[src/i2c_master_bit_engine_defines.svh]
// Assertion macros shared by the I2C master bit engine sources.
`ifndef I2C_MASTER_BIT_ENGINE_DEFINES_SVH
`define I2C_MASTER_BIT_ENGINE_DEFINES_SVH

`ifndef NO_ASSERTIONS
// Same-cycle implication checked at every rising edge outside reset.
`define I2CM_ASSERT_NOW(label, clk, rst_n, ante, cons, msg) \
    label: assert property (@(posedge clk) disable iff (!rst_n) (ante) |-> (cons)) \
        else $error(msg);
// Next-cycle implication checked at every rising edge outside reset.
`define I2CM_ASSERT_NEXT(label, clk, rst_n, ante, cons, msg) \
    label: assert property (@(posedge clk) disable iff (!rst_n) (ante) |=> (cons)) \
        else $error(msg);
`else
`define I2CM_ASSERT_NOW(label, clk, rst_n, ante, cons, msg)
`define I2CM_ASSERT_NEXT(label, clk, rst_n, ante, cons, msg)
`endif

`endif

[src/i2cm_pkg.sv]
// Package with the types and constants of the I2C master bit engine.
package i2cm_pkg;

    localparam logic [15:0] HALF_PERIOD_RESET = 16'd2000;
    localparam logic [7:0]  MAX_BYTES         = 8'd255;
    localparam logic [3:0]  BITS_PER_BYTE     = 4'd8;

    typedef enum logic [2:0] {
        PH_IDLE,
        PH_START_SETUP,
        PH_START_HOLD,
        PH_LOW0,
        PH_LOW1,
        PH_HIGH,
        PH_STOP_LOW,
        PH_STOP_HIGH
    } t_phase;

    typedef struct packed {
        logic       start_request;
        logic       read_mode;
        logic [6:0] target_address;
        logic [7:0] byte_count;
        logic [7:0] tx_data;
        logic       sda_in;
    } t_in_word;

    typedef struct packed {
        logic       scl_level;
        logic       sda_enable;
        logic       sda_level;
        logic       tx_taken;
        logic       rx_valid;
        logic [7:0] rx_data;
        logic       busy_res;
        logic       done_res;
        logic       status;
    } t_out_word;

    typedef struct packed {
        logic     valid;
        t_in_word word;
    } t_in_stage;

endpackage

[src/i2cm_in_stage.sv]
// Input register stage of the I2C master bit engine.
module i2cm_in_stage
    import i2cm_pkg::*;
(
    input  logic      i_clk,
    input  logic      i_rst_n,
    input  logic      i_valid,
    output logic      o_ready,
    input  t_in_word  i_word,
    input  logic      i_advance,
    output t_in_stage o_stage
);

    logic     r_valid;
    t_in_word r_word;

    // The register empties whenever its word moves on, so it refills in the same cycle.
    assign o_ready = !r_valid || i_advance;

    always_ff @(posedge i_clk) begin
        if (!i_rst_n) begin
            r_valid <= 1'b0;
        end else if (o_ready) begin
            r_valid <= i_valid;
        end
    end

    always_ff @(posedge i_clk) begin
        if (i_valid && o_ready) begin
            r_word <= i_word;
        end
    end

    assign o_stage.valid = r_valid;
    assign o_stage.word  = r_word;

endmodule

[src/i2cm_core.sv]
// Bus sequencer of the I2C master bit engine: state registers and one-tick update.
`include "i2c_master_bit_engine_defines.svh"
module i2cm_core
    import i2cm_pkg::*;
(
    input  logic        i_clk,
    input  logic        i_rst_n,
    input  logic        i_advance,
    input  t_in_word    i_word,
    input  logic [15:0] i_half_period,
    output t_out_word   o_result
);

    t_phase      r_phase, n_phase;
    logic [15:0] r_interval, n_interval;
    logic [3:0]  r_bit_cnt, n_bit_cnt;
    logic [7:0]  r_bytes_left, n_bytes_left;
    logic [7:0]  r_shift, n_shift;
    logic        r_dir, n_dir;
    logic        r_scl, n_scl;
    logic        r_sda_en, n_sda_en;
    logic        r_sda_lvl, n_sda_lvl;
    logic        r_addr_stage, n_addr_stage;
    logic        r_nack_seen, n_nack_seen;

    logic [16:0] hp;
    logic [16:0] interval_inc;
    logic        master_sends;
    logic        tx_taken;
    logic        rx_valid;
    logic [7:0]  rx_data;
    logic        done;
    logic        stat;
    logic        en_v;
    logic        lvl_v;

    always_ff @(posedge i_clk) begin
        if (!i_rst_n) begin
            r_phase      <= PH_IDLE;
            r_interval   <= '0;
            r_bit_cnt    <= '0;
            r_bytes_left <= '0;
            r_shift      <= '0;
            r_dir        <= 1'b0;
            r_scl        <= 1'b1;
            r_sda_en     <= 1'b1;
            r_sda_lvl    <= 1'b1;
            r_addr_stage <= 1'b0;
            r_nack_seen  <= 1'b0;
        end else if (i_advance) begin
            r_phase      <= n_phase;
            r_interval   <= n_interval;
            r_bit_cnt    <= n_bit_cnt;
            r_bytes_left <= n_bytes_left;
            r_shift      <= n_shift;
            r_dir        <= n_dir;
            r_scl        <= n_scl;
            r_sda_en     <= n_sda_en;
            r_sda_lvl    <= n_sda_lvl;
            r_addr_stage <= n_addr_stage;
            r_nack_seen  <= n_nack_seen;
        end
    end

    always_comb begin
        n_phase      = r_phase;
        n_interval   = r_interval;
        n_bit_cnt    = r_bit_cnt;
        n_bytes_left = r_bytes_left;
        n_shift      = r_shift;
        n_dir        = r_dir;
        n_scl        = r_scl;
        n_sda_en     = r_sda_en;
        n_sda_lvl    = r_sda_lvl;
        n_addr_stage = r_addr_stage;
        n_nack_seen  = r_nack_seen;
        tx_taken     = 1'b0;
        rx_valid     = 1'b0;
        rx_data      = '0;
        done         = 1'b0;
        stat         = 1'b0;
        en_v         = 1'b0;
        lvl_v        = 1'b0;

        // A half period of zero behaves as one tick.
        hp           = (i_half_period == 16'd0) ? 17'd1 : {1'b0, i_half_period};
        interval_inc = {1'b0, r_interval} + 17'd1;
        master_sends = r_addr_stage || !r_dir;

        if (r_phase == PH_IDLE) begin
            n_scl     = 1'b1;
            n_sda_en  = 1'b1;
            n_sda_lvl = 1'b1;
            if (i_word.start_request) begin
                n_dir        = i_word.read_mode;
                n_shift      = {i_word.target_address, i_word.read_mode};
                n_bytes_left = (i_word.byte_count > MAX_BYTES) ? MAX_BYTES
                                                               : i_word.byte_count;
                n_bit_cnt    = '0;
                n_interval   = '0;
                n_addr_stage = 1'b1;
                n_nack_seen  = 1'b0;
                n_phase      = PH_START_SETUP;
            end
        end else if (interval_inc < hp) begin
            n_interval = interval_inc[15:0];
        end else begin
            n_interval = '0;
            case (r_phase)
                PH_START_SETUP: begin
                    n_scl     = 1'b1;
                    n_sda_en  = 1'b1;
                    n_sda_lvl = 1'b0;
                    n_phase   = PH_START_HOLD;
                end
                PH_START_HOLD: begin
                    n_scl     = 1'b0;
                    n_sda_en  = 1'b1;
                    n_sda_lvl = 1'b0;
                    n_phase   = PH_LOW0;
                end
                PH_LOW0: begin
                    if (r_bit_cnt < BITS_PER_BYTE) begin
                        // Data bit, MSB first, or released line while receiving.
                        en_v  = master_sends;
                        lvl_v = r_shift[~r_bit_cnt[2:0]];
                    end else begin
                        // Acknowledge slot: released after a sent byte, driven after
                        // a received one with NACK on the last byte.
                        en_v  = !master_sends;
                        lvl_v = (r_bytes_left == 8'd0);
                    end
                    n_scl     = 1'b0;
                    n_sda_en  = en_v;
                    n_sda_lvl = en_v && lvl_v;
                    n_phase   = PH_LOW1;
                end
                PH_LOW1: begin
                    n_scl   = 1'b1;
                    n_phase = PH_HIGH;
                end
                PH_HIGH: begin
                    n_scl = 1'b0;
                    if (r_bit_cnt < BITS_PER_BYTE) begin
                        if (!master_sends) begin
                            n_shift = {r_shift[6:0], i_word.sda_in};
                            if (r_bit_cnt == BITS_PER_BYTE - 4'd1) begin
                                rx_valid = 1'b1;
                                rx_data  = n_shift;
                                if (r_bytes_left != 8'd0) begin
                                    n_bytes_left = r_bytes_left - 8'd1;
                                end
                            end
                        end
                        n_bit_cnt = r_bit_cnt + 4'd1;
                        n_phase   = PH_LOW0;
                    end else if (master_sends && i_word.sda_in) begin
                        n_nack_seen = 1'b1;
                        n_sda_en    = 1'b1;
                        n_sda_lvl   = 1'b0;
                        n_phase     = PH_STOP_LOW;
                    end else begin
                        n_addr_stage = 1'b0;
                        n_bit_cnt    = '0;
                        n_sda_en     = 1'b1;
                        if (r_bytes_left == 8'd0) begin
                            n_sda_lvl = 1'b0;
                            n_phase   = PH_STOP_LOW;
                        end else begin
                            n_sda_lvl = 1'b1;
                            if (!r_dir) begin
                                n_shift      = i_word.tx_data;
                                tx_taken     = 1'b1;
                                n_bytes_left = r_bytes_left - 8'd1;
                            end
                            n_phase = PH_LOW0;
                        end
                    end
                end
                PH_STOP_LOW: begin
                    n_scl     = 1'b1;
                    n_sda_en  = 1'b1;
                    n_sda_lvl = 1'b0;
                    n_phase   = PH_STOP_HIGH;
                end
                default: begin
                    n_scl     = 1'b1;
                    n_sda_en  = 1'b1;
                    n_sda_lvl = 1'b1;
                    done      = 1'b1;
                    stat      = r_nack_seen;
                    n_phase   = PH_IDLE;
                end
            endcase
        end

        o_result.scl_level  = n_scl;
        o_result.sda_enable = n_sda_en;
        o_result.sda_level  = n_sda_lvl;
        o_result.tx_taken   = tx_taken;
        o_result.rx_valid   = rx_valid;
        o_result.rx_data    = rx_data;
        o_result.busy_res   = (n_phase != PH_IDLE);
        o_result.done_res   = done;
        o_result.status     = stat;
    end

    `I2CM_ASSERT_NOW(a_bit_cnt_range, i_clk, i_rst_n, 1'b1,
        r_bit_cnt <= BITS_PER_BYTE, "bit counter beyond the acknowledge slot")
    `I2CM_ASSERT_NOW(a_idle_lines, i_clk, i_rst_n, r_phase == PH_IDLE,
        r_scl && r_sda_en && r_sda_lvl, "bus not released high while idle")
    `I2CM_ASSERT_NOW(a_take_or_receive, i_clk, i_rst_n, tx_taken,
        !rx_valid, "data byte taken and received on the same tick")

endmodule

[src/i2c_master_bit_engine.sv]
// Top level of the I2C master bit engine: ports, configuration and result register.
//
// The engine runs an I2C master with a 7-bit address, one input word per tick of
// the bus timer. A word with start_request high while idle begins a transfer:
// start condition, address byte (address and read/write bit), then byte_count data
// bytes written from tx_data or read into rx_data, and a stop condition. Each bit
// cell lasts three intervals of half_period words (SCL low, SCL low with the new
// SDA level, SCL high with sda_in sampled on the last word). A missing slave
// acknowledge ends the transfer with a stop and status 1; during a read the master
// acknowledges every byte but the last. Every input word yields exactly one result
// word describing the lines after that tick. The engine takes one word per cycle
// while the output is not stalled: the input register feeds a single pass of
// next-state logic into the result register, and the sequencer state closes its
// loop in that same cycle. An accepted word waits in the input register, then
// moves into the result register to be taken; back-to-back words flow without a
// bubble while the output is not stalled. half_period resets to 2000 and a value
// of zero counts as one. A write is taken only while no word waits in the input
// register, and it applies from the next accepted word on, also mid-transfer.
`include "i2c_master_bit_engine_defines.svh"
module i2c_master_bit_engine
    import i2cm_pkg::*;
(
    input  logic        i_clk,
    input  logic        i_rst_n,
    input  logic        i_cfg_valid,
    output logic        o_cfg_ready,
    input  logic [15:0] i_cfg_half_period,
    input  logic        i_in_valid,
    output logic        o_in_ready,
    input  logic        i_start_request,
    input  logic        i_read_mode,
    input  logic [6:0]  i_target_address,
    input  logic [7:0]  i_byte_count,
    input  logic [7:0]  i_tx_data,
    input  logic        i_sda_in,
    output logic        o_out_valid,
    input  logic        i_out_ready,
    output logic        o_scl_level,
    output logic        o_sda_enable,
    output logic        o_sda_level,
    output logic        o_tx_taken,
    output logic        o_rx_valid,
    output logic [7:0]  o_rx_data,
    output logic        o_busy_res,
    output logic        o_done_res,
    output logic        o_status
);

    logic [15:0] r_half_period;
    logic        r_out_valid;
    t_out_word   r_out;
    t_in_word    in_word;
    t_in_stage   stage;
    t_out_word   result;
    logic        advance;

    // Configuration is taken only while no word waits in the input register, so every
    // word is sequenced with the value that was current when it was accepted.
    assign o_cfg_ready = !stage.valid;

    always_ff @(posedge i_clk) begin
        if (!i_rst_n) begin
            r_half_period <= HALF_PERIOD_RESET;
        end else if (i_cfg_valid && o_cfg_ready) begin
            r_half_period <= i_cfg_half_period;
        end
    end

    assign in_word.start_request  = i_start_request;
    assign in_word.read_mode      = i_read_mode;
    assign in_word.target_address = i_target_address;
    assign in_word.byte_count     = i_byte_count;
    assign in_word.tx_data        = i_tx_data;
    assign in_word.sda_in         = i_sda_in;

    // A registered word moves into the result register when that register is free
    // or is being emptied in the same cycle.
    assign advance = stage.valid && (!r_out_valid || i_out_ready);

    i2cm_in_stage u_in_stage (
        .i_clk     (i_clk),
        .i_rst_n   (i_rst_n),
        .i_valid   (i_in_valid),
        .o_ready   (o_in_ready),
        .i_word    (in_word),
        .i_advance (advance),
        .o_stage   (stage)
    );

    i2cm_core u_core (
        .i_clk         (i_clk),
        .i_rst_n       (i_rst_n),
        .i_advance     (advance),
        .i_word        (stage.word),
        .i_half_period (r_half_period),
        .o_result      (result)
    );

    always_ff @(posedge i_clk) begin
        if (!i_rst_n) begin
            r_out_valid <= 1'b0;
        end else if (advance) begin
            r_out_valid <= 1'b1;
        end else if (i_out_ready) begin
            r_out_valid <= 1'b0;
        end
    end

    always_ff @(posedge i_clk) begin
        if (advance) begin
            r_out <= result;
        end
    end

    assign o_out_valid  = r_out_valid;
    assign o_scl_level  = r_out.scl_level;
    assign o_sda_enable = r_out.sda_enable;
    assign o_sda_level  = r_out.sda_level;
    assign o_tx_taken   = r_out.tx_taken;
    assign o_rx_valid   = r_out.rx_valid;
    assign o_rx_data    = r_out.rx_data;
    assign o_busy_res   = r_out.busy_res;
    assign o_done_res   = r_out.done_res;
    assign o_status     = r_out.status;

    `I2CM_ASSERT_NOW(a_status_with_done, i_clk, i_rst_n, o_out_valid && o_status,
        o_done_res, "status reported without the end of a transfer")
    `I2CM_ASSERT_NOW(a_done_releases_bus, i_clk, i_rst_n, o_out_valid && o_done_res,
        !o_busy_res && o_scl_level && o_sda_enable && o_sda_level,
        "transfer ended without an idle bus")
    `I2CM_ASSERT_NEXT(a_done_reaches_output, i_clk, i_rst_n, advance && result.done_res,
        o_out_valid && o_done_res && !o_tx_taken && !o_rx_valid,
        "end of transfer lost on the way to the output")

endmodule

[config.mk]
export PLATFORM = sky130hd
export DESIGN_NAME = i2c_master_bit_engine
export DESIGN_NICKNAME = d
export VERILOG_FILES = /design/src/i2cm_pkg.sv /design/src/i2cm_in_stage.sv /design/src/i2cm_core.sv /design/src/i2c_master_bit_engine.sv
export VERILOG_INCLUDE_DIRS = /design/src /design/src/src
export SDC_FILE = /design/constraint.sdc
export NUM_CORES = 1
export LEC_CHECK = 0
export BUFFER_PORTS_ARGS = -buffer_cell sky130_fd_sc_hd__clkbuf_2
export CAP_MARGIN = 20
export CORE_MARGIN = 10
export CORE_UTILIZATION = 30
export CTS_CLUSTER_SIZE = 40
export DETAILED_ROUTE_END_ITERATION = 16
export SYNTH_ARGS = -nofsm -noshare
export SYNTH_HDL_FRONTEND = slang
export SYNTH_HIERARCHICAL = 1
export SYNTH_SLANG_ARGS = --single-unit
[constraint.sdc]
create_clock -name i_clk -period 5.8 [get_ports i_clk]
set_input_delay 0.87 -clock i_clk [delete_from_list [all_inputs] [get_ports i_clk]]
set_output_delay 0.87 -clock i_clk [all_outputs]
set_load 0.05 [all_outputs]
# [After elaboration in Yosys (flattened, before gate mapping)]
# Index checks and enable logic that the tools add are counted.
[totals] register_bits=105 out_inout_bits=19
[classes] addsub=3 magnitude_cmp=4 n_eq_ne=17 mux=78 bitwise_logic=4 reduce_logical=35
[op_table] op="8-bit two-way mux" n=21
[op_table] op="16-bit two-way mux" n=4
[op_table] op="1-bit two-way mux" n=37
[op_table] op="4-bit two-way mux" n=6
[op_table] op="3-bit two-way mux" n=6
[op_table] op="3-bit one-hot mux with 6 select lines" n=1
[op_table] op="6-bit OR reduction" n=3
[op_table] op="16-bit by 1-bit adder with 17-bit output (second input constant)" n=1
[op_table] op="17-bit less-than comparator" n=1
[op_table] op="16-bit logical NOT" n=1
[op_table] op="6-bit AND reduction" n=2
[op_table] op="10-bit AND reduction" n=1
[op_table] op="3-bit equality test (second input constant)" n=3
[op_table] op="8-bit > comparator (second input constant)" n=1
[op_table] op="8-bit logical NOT" n=1
[op_table] op="8-bit AND reduction" n=1
[op_table] op="8-bit nonzero test" n=1
[op_table] op="8-bit OR reduction" n=1
[op_table] op="8-bit by 1-bit subtractor with 8-bit output (second input constant)" n=1
[op_table] op="3-bit by 2-bit equality test with 1-bit output (second input constant)" n=2
[op_table] op="2-bit by 1-bit != test with 1-bit output (second input constant)" n=3
[op_table] op="3-bit by 1-bit != test with 1-bit output (second input constant)" n=2
[op_table] op="3-bit by 2-bit != test with 1-bit output (second input constant)" n=2
[op_table] op="3-bit != test (second input constant)" n=2
[op_table] op="23 further kinds" n=37

# [Longest topological paths before layout]
# Gate-level depths: netlist of the first run.
[logic_depth] ltp_word=11 ltp_mapped=15 depth_no_buf=13

# [Cells and area by module]
# The synthesis of the first run kept the hierarchy.
[modules_own_cells] module="i2cm_core" instances=1 cells_each=435 area_each_um2=3493.4 seq_area_each_um2=900.9
[modules_own_cells] module="i2c_master_bit_engine" instances=1 cells_each=91 area_each_um2=1222.4 seq_area_each_um2=820.8
[modules_own_cells] module="i2cm_in_stage" instances=1 cells_each=32 area_each_um2=845.8 seq_area_each_um2=800.8

# [Least setup slack after synthesis of the first run]
# No wires, ideal clock.
[synth_timing] kind="register to register" startpoint="reg u_core.r_interval[3]" endpoint="reg r_out (netlist bit o_sda_enable), data pin" arrival_ns=3.061 required_ns=5.549 slack_ns=2.487 stages_incl_launch_ff=16 period_less_slack_ns=3.313 cell_sequence="dfxtp_1 > buf_2 > nand4_4 > nor3_1 > nand3_1 > xnor2_1 > ha_1 > nand3_1 > o221ai_1 > a311oi_2 > o211ai_2 > buf_2 > a21boi_0 > o21ai_0 > nand2_1 > buf_4"
[synth_between] elab_chain_len=4
[synth_rtl] item="from (decl)" line_no="i2cm_core.sv:15" source="logic [15:0] r_interval, n_interval;"
[synth_rtl] item="from (signal assigned)" line_no="i2cm_core.sv:52" source="r_interval <= n_interval;"
[synth_rtl] item="16-bit by 1-bit adder with 17-bit output" line_no="i2cm_core.sv:87" source="interval_inc = {1'b0, r_interval} + 17'd1;"
[synth_rtl] item="17-bit less-than comparator" line_no="i2cm_core.sv:105" source="end else if (interval_inc < hp) begin"
[synth_rtl] item="1-bit two-way mux" line_no="i2cm_core.sv:105"
[synth_rtl] item="1-bit two-way mux" line_no="i2cm_core.sv:90" source="if (r_phase == PH_IDLE) begin"
[synth_rtl] item="named net u_core.n_sda_en" line_no="i2cm_core.sv:21" source="logic r_sda_en, n_sda_en;"
[synth_rtl] item="to (signal assigned)" line_no="i2c_master_bit_engine.sv:111" source="r_out <= result;"
[synth_rtl] item="to (decl)" line_no="i2c_master_bit_engine.sv:51" source="t_out_word r_out;"
# The timed path passes the listed nets, and every way through them passes these cells.
# A chain may end at the register's enable or synchronous reset.

# [Final worst setup path of the first run]
[layout_timing] startpoint="reg u_core.r_interval[0]" endpoint="reg u_core.r_interval[2]"
[layout_between] elab_chain_len=4
[layout_rtl] item="16-bit by 1-bit adder with 17-bit output *" line_no="i2cm_core.sv:87"
[layout_rtl] item="17-bit less-than comparator" line_no="i2cm_core.sv:105"
[layout_rtl] item="16-bit two-way mux *" line_no="i2cm_core.sv:105"
[layout_rtl] item="16-bit two-way mux *" line_no="i2cm_core.sv:90"
# Mark *: on every way between the ends. The rest lies on a longest branch, timed or not.

==> results of run 1 <==
metal layers:
layer  GRT usage  vias up  share of wire
met2       0.153       89           0.45
met1       0.139     1857           0.50
met3      0.0265        6          0.046
met4      0.0297        0         0.0073
li1            -     2089              -
met5           0        -              0
cells by family after synthesis:
family                   count (synthesis)  synth area share
adder cells (fa/ha/maj)                 24            0.0540
flip-flops                             105             0.454
AND/OR/NAND/NOR                        210             0.198
buffers and inverters                   69            0.0646
XOR/XNOR                                13            0.0205
multiplexers                            29            0.0567
AO/OA/AOI/OAI                          108             0.152
state kept, by name, summed over array words and instances, names as in the netlist, 3 cells and up:
register	flops
u_core/r_bit_cnt	4
r_half_period	16
u_core/r_interval	16
u_core/r_phase	3
o_rx_data	8
u_core/r_shift	8
u_in_stage/o_stage	26
u_core/r_bytes_left	8
through the flow:
step / instance area (um^2) / std cells / hold slack [ns] / total power [mW]
2_1_floorplan: 5560 / 558 / 0.433 / 1.01
3_3_place_gp: 5980 / 823 / 0.446 / 1.07
3_5_place_dp: 5980 / 823 / 0.449 / 1.07
4_1_cts: 6280 / 839 / 0.460 / 1.68
5_1_grt: 6280 / 839 / 0.490 / 1.74
6_report: 6280 / 839 / 0.456 / 1.66
synth_stat cells (12+ instances only):
cell	instances	area (um^2)
edfxtp_1	42	1260
inv_1	34	128
nor2_1	49	184
a22oi_1	17	128
dfxtp_1	63	1260
nand2_1	62	233
clkbuf_1	12	45.0
o21ai_0	14	70.1
nand3_1	26	130
ha_1	24	300
mux2i_1	27	270
a21oi_1	19	95.1
and2_1	13	81.3
power by group through the flow:
stage	sequential, mW	combinational, mW	clock (mW)
after global routing	0.835	0.248	0.655
after CTS	0.830	0.224	0.623
final	0.830	0.222	0.603
after detailed placement	0.848	0.224	0
after global placement	0.847	0.223	0
after floorplan	0.862	0.148	0
cell type report:
class	count	area share
repair buffers	70	0.0577
clock buffers	9	0.0358
flip-flops and latches	105	0.401
inverters	35	0.0209
multi-input cells	384	0.426
clock inverters	7	0.0121
well taps	229	0.0456
final timing paths:
check | start | endpoint | cells after the start
max reg2reg | u_core/r_interval[0]$_SDFFE_PN0P_ | u_core/r_interval[2]$_SDFFE_PN0P_ | 12
max | u_core/r_interval[0]$_SDFFE_PN0P_ | u_core/r_interval[2]$_SDFFE_PN0P_ | 12
min | u_core/r_shift[7]$_SDFFE_PN0P_ | u_core/r_shift[7]$_SDFFE_PN0P_ | 2
min reg2reg | u_core/r_shift[7]$_SDFFE_PN0P_ | u_core/r_shift[7]$_SDFFE_PN0P_ | 2
cells in the final DEF, fill, tap and decap left out, types with 4 or more instances in the layout:
master / instances
a211o_1: 8
a21oi_1: 19
a22oi_1: 17
a31oi_1: 4
and2_1: 13
buf_4: 5
clkbuf_16: 9
clkbuf_2: 65
dfxtp_1: 63
edfxtp_1: 42
ha_1: 24
inv_1: 34
mux2i_1: 27
nand2_1: 62
nand2b_1: 5
nand3_1: 26
nand3b_1: 9
nor2_1: 49
nor3_1: 9
nor4_1: 5
o211ai_1: 5
o21ai_0: 13
o21ai_1: 4
or3_1: 7
xnor2_1: 8
xor2_1: 5
worst max-delay path, stage by stage (launching register included):
cell,delay [ns]
dfxtp_1,0.47
nand3_1,0.27
nor3_1,0.43
nand3_1,0.17
xnor2_1,0.24
ha_1,0.28
nand3_1,0.15
o221ai_1,0.17
a311oi_2,0.35
o211ai_2,0.36
nor2_2,0.67
o21ai_0,0.19
a21oi_1,0.17
==> impl_metrics.tcl, run 1 <==
set metrics [dict create \
    maxCapViolCount 0 \
    fin_skew_ns 0.0143 \
    leakagePower_nw 2.53 \
    power_frac_clock 0.364 \
    grt_pass1_wl_um 20200 \
    syn_area_um2 5560 \
    power.density_nw_per_um2 263 \
    drt_first_pass_iters 5 \
    clk_latency_ns 0.36 \
    syn_to_final_growth_pct 13.0 \
    peakVddDrop_v 0.000131 \
    drt_iter0_markers 268 \
    portBuffers 65 \
    avgRoutedWirePerCell_um 14.5 \
    tightest_slew_ns 0.936 \
    drc 0 \
    rsz0062_at_grt "false" \
    swShare 0.285 \
    worstPathMaxFanout 17 \
    critPathKind "reg2reg" \
    utilization 0.347 \
    synth_flop_cell "dfxtp_1" \
    async_flop_share 0 \
    dp_slack_ns 1.83 \
    diodes 0 \
    synthCells 558 \
    hpwl_um 8860 \
    postLayoutSetupSlackWorst_ns 1.81 \
    rows 49 \
    dieArea_um2 24400 \
    nets 676 \
    cts_buffer_depth 2 \
    via_per_inst 4.82 \
    max_freq_ghz 0.251 \
    startpoint_type "flip-flop" \
    tns_ns 0 \
    regArea_um2 2520 \
    p_seq_frac 0.501 \
    switching_power_mw 0.472 \
    grt_antenna_before_repair 0 \
    syn_nets 629 \
    cts_made_buffers 9 \
    path_clk_slew_ns 0.08 \
    crit_required_ns 6.09 \
    period_needed_ns 3.99 \
    fin_crit_sh 0.688 \
    combPwrFrac 0.134 \
    regToRegSetupSlack_ns 1.81 \
    die-height_um 156 \
    cts_root_buf "clkbuf_16" \
    grtUsageTotal 0.101 \
    cts_sinks 105 \
    drtAntennaViolNets 0 \
    synth_edf_count 42 \
    cts_tree "yes" \
    cts_setup_buffers 0 \
    multiInputGateArea_um2 2680 \
    start_util 0.308 \
    grt_max_degree 44 \
    grt_pass1_vias 3931 \
    vias 4041 \
    end_kind "flip-flop" \
    final.fill_count 1836 \
    hold_path.class "reg2reg" \
    internal-power_mw 1.18 \
    ys_seq_elements 105 \
    seq_area_frac_synth 0.454 \
    overflow 0 \
    yosysUniqueCellTypes 73 \
    status "completed" \
    drive_gt1_frac 0.195 \
    yosysWarnings 6 \
    hold_violations 0 \
    timing.final.max_slew_violations 0 \
    htree_levels 3 \
    syn_avg_cell_area_um2 9.97 \
    final-setup-viol-count 0 \
    gp_congestion 0.858 \
    cts_resized 0 \
    arrival_ns 4.28 \
    die_w_um 156 \
    ioPinCount 66 \
    core_area_um2 18100 \
    slew_headroom 0.375 \
    wirelength_um 12200 \
    cts_hold_buf 0 \
]
Power figures use the tool's default switching activity.
==> inputs of run 2 (changes only) <==
==> constraint.sdc (replaced) <==
create_clock -name i_clk -period 4 [get_ports i_clk]
set_input_delay 0.6 -clock i_clk [delete_from_list [all_inputs] [get_ports i_clk]]
set_output_delay 0.6 -clock i_clk [all_outputs]
set_load 0.05 [all_outputs]
==> impl_metrics.tcl, run 2 (synthesis gave the netlist of run 1 again) <==
set metrics [dict create \
    cts_tree "yes" \
    via_per_inst 4.87 \
    cts_setup_buffers 0 \
    rows 49 \
    wl_met1_um 5960 \
    hpwl_um 8970 \
    cts_hold_buf 0 \
    wirelength_um 12200 \
    vias 4112 \
    dieArea_um2 24400 \
    crit_required_ns 4.24 \
    crit_path_frequent_cell "nand3_1" \
    status "completed" \
    timing.final.max_slew_violations 0 \
    cts_buffer_depth 2 \
    nets 681 \
    cts_resized 0 \
    die-height_um 156 \
    path_cells "ha_1 > nand3_1 > nor3_4 > nand3_1 > xnor2_1 > ha_1 > nand3_1 > or3_1 > o211ai_2 > nand3_2 > or3_1 > o221a_2" \
    hold_depth 1 \
    tns_ns 0 \
    drt_first_pass_iters 4 \
    grtUsageTotal 0.101 \
    hold_path_end "u_in_stage/o_stage[13]$_DFFE_PP_" \
    max_freq_ghz 0.270 \
    worstPathMaxFanout 10 \
    clk_latency_ns 0.35 \
    crit_slowest_cell "o211ai_2" \
    period_needed_ns 3.70 \
    worstReg2RegStart "u_core/r_interval[0]$_SDFFE_PN0P_" \
    cts_sinks 105 \
    startpoint_type "flip-flop" \
    drt_iter0_markers 265 \
    grt_pass1_wl_um 20100 \
    met3_length_um 619 \
    fin_crit_sh 0.924 \
    routed.top_layer "met4" \
    hold_path.class "in2reg" \
    die_w_um 156 \
    hold_violations 0 \
    r2r_cells 12 \
    core_area_um2 18100 \
    portBuffers 65 \
    cts_made_buffers 9 \
    slew_headroom 0.386 \
    tightest_slew_ns 0.919 \
    rsz0062_at_grt "false" \
    avgRoutedWirePerCell_um 14.5 \
    maxCapViolCount 0 \
    diodes 0 \
    drc 0 \
    drive_gt1_frac 0.198 \
    final_common_cell "clkbuf_2" \
    grt_pass1_vias 4015 \
    start_util 0.308 \
    peakVddDrop_v 0.000218 \
    grt_antenna_before_repair 0 \
    drtAntennaViolNets 0 \
    gp_congestion 0.858 \
    power.density_nw_per_um2 384 \
    grt_max_degree 44 \
    utilization 0.350 \
    cts_root_buf "clkbuf_16" \
    fin_skew_ns 0.00694 \
    ioPinCount 66 \
    critical-path-max-stage-delay_ns 0.50 \
    critPathKind "reg2reg" \
    syn_to_final_growth_pct 13.7 \
    hp-start "i_byte_count[4]" \
    r2r-end "u_core/r_addr_stage$_SDFFE_PN0P_" \
    overflow 0 \
    path_clk_slew_ns 0.07 \
    leakagePower_nw 2.56 \
    end_kind "flip-flop" \
    final_cell_mix "65 x clkbuf_2, 63 x dfxtp_1, 62 x nand2_1" \
    wl_met2_um 5500 \
    htree_levels 3 \
    largest_reg_flops 26 \
    final-setup-viol-count 0 \
    arrival_ns 3.94 \
    regToRegSetupSlack_ns 0.30 \
]
run 2: worst max-delay path by stage:
stage	start	endpoint	slack [ns]	cells past startpoint
global route	u_core/r_interval[0]$_SDFFE_PN0P_	o_rx_data[1]$_DFFE_PP_	0.04	12
floorplan	u_core/r_interval[3]$_SDFFE_PN0P_	o_sda_enable$_DFFE_PP_	0.69	15
detailed placement	u_core/r_interval[0]$_SDFFE_PN0P_	o_rx_data[1]$_DFFE_PP_	0.28	12
finish	u_core/r_interval[0]$_SDFFE_PN0P_	u_core/r_addr_stage$_SDFFE_PN0P_	0.30	12
CTS	u_core/r_interval[0]$_SDFFE_PN0P_	o_rx_data[1]$_DFFE_PP_	0.28	12
global placement	u_core/r_interval[0]$_SDFFE_PN0P_	u_core/r_addr_stage$_SDFFE_PN0P_	0.38	12
run 2: power by group:
part	internal [mW]	switching (mW)	total, mW
Combinational	0.111	0.216	0.327
Clock	0.494	0.403	0.898
Sequential	1.17	0.0369	1.20
run 2: layer usage:
metal	track usage	up-vias
met5	0	-
met4	0.0306	0
met3	0.0298	10
met2	0.157	79
met1	0.131	1927
li1	-	2096
run 2: metrics by stage:
step                      cell area (um^2)  power (mW)  instances  hold slack, ns  setup slack [ns]
after floorplan                       5560        1.46        558           0.433             0.687
after global placement                6020        1.56        828           0.447             0.376
after detailed placement              6020        1.56        828           0.450             0.277
after CTS                             6330        2.47        844           0.402             0.283
after global routing                  6330        2.54        844           0.403            0.0414
final                                 6330        2.43        844           0.421             0.302
run 2: critical path: cells and delay by family, from the launching register on:
| kind | cells | cell delay, ns |
|---|---|---|
| fa+ha+maj | 2 | 0.57 |
| simple gates | 7 | 1.68 |
| xor+xnor | 1 | 0.16 |
| compound gates | 2 | 0.75 |
| flops | 1 | 0.45 |
run 2: final cells by class:
| cell class | count | area, um^2 |
|---|---|---|
| Fill cell | 1821 | 11800 |
| Multi-Input combinational cell | 384 | 2680 |
| Sequential cell | 105 | 2520 |
| Timing Repair Buffer | 75 | 400 |
| Tap cell | 229 | 287 |
| Clock buffer | 10 | 229 |
| Inverter | 35 | 131 |
| Clock inverter | 6 | 76.3 |
==> inputs of run 3 (changes only) <==
--- a/config.mk
+++ b/config.mk
@@ -12,6 +12,7 @@
 export CORE_UTILIZATION = 30
 export CTS_CLUSTER_SIZE = 40
 export DETAILED_ROUTE_END_ITERATION = 16
+export SETUP_SLACK_MARGIN = 0.5
 export SYNTH_ARGS = -nofsm -noshare
 export SYNTH_HDL_FRONTEND = slang
 export SYNTH_HIERARCHICAL = 1
==> constraint.sdc (replaced) <==
create_clock -name i_clk -period 3.5 [get_ports i_clk]
set_input_delay 0.525 -clock i_clk [delete_from_list [all_inputs] [get_ports i_clk]]
set_output_delay 0.525 -clock i_clk [all_outputs]
set_load 0.05 [all_outputs]
==> impl_metrics.tcl, run 3 (synthesis gave the netlist of run 1 again) <==
set metrics [dict create \
    dp_slack_ns 0.0928 \
    final_common_cell "clkbuf_2" \
    path_clk_slew_ns 0.08 \
    clk_latency_ns 0.36 \
    fin_skew_ns 0.0104 \
    critPathKind "reg2reg" \
    switching_power_mw 0.824 \
    cts_root_buf "clkbuf_16" \
    largest_reg_flops 26 \
    avgRoutedWirePerCell_um 15.7 \
    power_frac_clock 0.375 \
    timing.final.max_slew_violations 0 \
    cts_hold_buf 0 \
    hold_violations 0 \
    cts_made_buffers 9 \
    worstReg2RegStart "u_core/r_interval[1]$_SDFFE_PN0P_" \
    dp_cells 830 \
    drt_iter0_markers 352 \
    fin_cells 882 \
    utilization 0.393 \
    crit_required_ns 3.76 \
    cts_buffer_depth 2 \
    period_needed_ns 3.27 \
    combPwrFrac 0.148 \
    power.density_nw_per_um2 404 \
    peakVddDrop_v 0.000245 \
    cts_sinks 105 \
    ioPinCount 66 \
    end_kind "flip-flop" \
    p_seq_frac 0.477 \
    grt_pass1_vias 4288 \
    postLayoutSetupSlackWorst_ns 0.234 \
    vias 4350 \
    grt_pass1_wl_um 22200 \
    diodes 0 \
    startpoint_type "flip-flop" \
    tns_ns 0 \
    rows 49 \
    portBuffers 65 \
    overflow 0 \
    die_w_um 156 \
    worstPathMaxFanout 6 \
    grt_max_degree 43 \
    hp-start "i_target_address[5]" \
    status "completed" \
    max_freq_ghz 0.306 \
    wirelength_um 13900 \
    hold_path.class "in2reg" \
    leakagePower_nw 2.84 \
    hold_depth 1 \
    dieArea_um2 24400 \
    via_per_inst 4.93 \
    grt_antenna_before_repair 0 \
    syn_to_final_growth_pct 27.9 \
    maxCapViolCount 0 \
    internal-power_mw 2.05 \
    slew_headroom 0.579 \
    power_mw 2.88 \
    drt_first_pass_iters 4 \
    swShare 0.286 \
    gp_congestion 0.854 \
    rsz0062_at_grt "true" \
    fin_crit_sh 0.933 \
    cts_tree "yes" \
    final-setup-viol-count 0 \
    r2r_cells 13 \
    crit_start "u_core/r_interval[1]$_SDFFE_PN0P_" \
    arrival_ns 3.53 \
    drc 0 \
    hpwl_um 9160 \
    tightest_slew_ns 0.629 \
    die-height_um 156 \
    start_util 0.308 \
    core_area_um2 18100 \
    drtAntennaViolNets 0 \
    grtUsageTotal 0.112 \
    nets 719 \
    htree_levels 3 \
    final_cell_mix "65 x clkbuf_2, 58 x nand2_1, 53 x dfxtp_1" \
    drive_gt1_frac 0.334 \
]
==> run 3: changes by cell type in the layout (fill, tap and decap cells not counted), moves of 5 or more <==
| cell | before | now |
|---|---|---|
| dfxtp_4 | 0 | 7 |
| dfxtp_1 | 63 | 53 |
| o21ai_0 | 13 | 8 |
| nand3_1 | 26 | 18 |
| buf_6 | 0 | 8 |
| buf_4 | 10 | 35 |
==> run 3: power by group through the flow <==
stage,sequential [mW],combinational (mW),clock (mW)
2_1_floorplan,1.43,0.248,0
3_3_place_gp,1.40,0.380,0
3_5_place_dp,1.41,0.382,0
4_1_cts,1.37,0.402,1.11
5_1_grt,1.38,0.468,1.16
6_report,1.37,0.426,1.08
==> run 3: worst paths after layout <==
check / end / slack, ns
min reg2reg: u_core/r_shift[7]$_SDFFE_PN0P_ / 0.46
min: u_in_stage/o_stage[22]$_DFFE_PP_ / 0.33
max: u_core/r_addr_stage$_SDFFE_PN0P_ / 0.23
max reg2reg: u_core/r_addr_stage$_SDFFE_PN0P_ / 0.23
==> run 3: per-stage QoR <==
stage                     area [um^2]  hold WS [ns]
after floorplan                  5650         0.433
after global placement           6120         0.446
after detailed placement         6120         0.451
after CTS                        6750         0.319
after global routing             7110         0.317
final                            7110         0.333
==> run 3: worst max-delay path, cell delays in order, from the launching register on <==
cell and delay, ns:
dfxtp_4 0.38, ha_4 0.17, nand3_4 0.09, nor3_4 0.20
buf_6 0.15, nand3_4 0.08, xnor2_4 0.15, ha_4 0.29
nand3_2 0.13, or3_4 0.40, o211ai_4 0.33, nand3_4 0.15
or3_4 0.41, o221a_2 0.23
==> run 3: repair_timing <==
action                     in CTS  in global routing
hold endpoints to repair        0                  0
cloned                          3                  2
setup endpoints to repair      60                 60
pin swaps                      21                 38
buffers inserted               20                 11
resized for setup              32                 50
==> run 3: final cells by class <==
type,instances,area (um^2)
Clock buffer,9,225
Clock inverter,7,93.8
Fill cell,1766,11000
Inverter,35,131
Multi-Input combinational cell,387,3110
Sequential cell,105,2550
Tap cell,229,287
Timing Repair Buffer,110,718
==> run 3: layer usage <==
metal	wire length, um	up-vias	share of wire	global-route usage
met3	672	17	0.049	0.0284
met1	6440	2053	0.46	0.148
met5	0	-	0	0
met2	6570	99	0.47	0.174
li1	-	2181	-	-
met4	163	0	0.012	0.0346
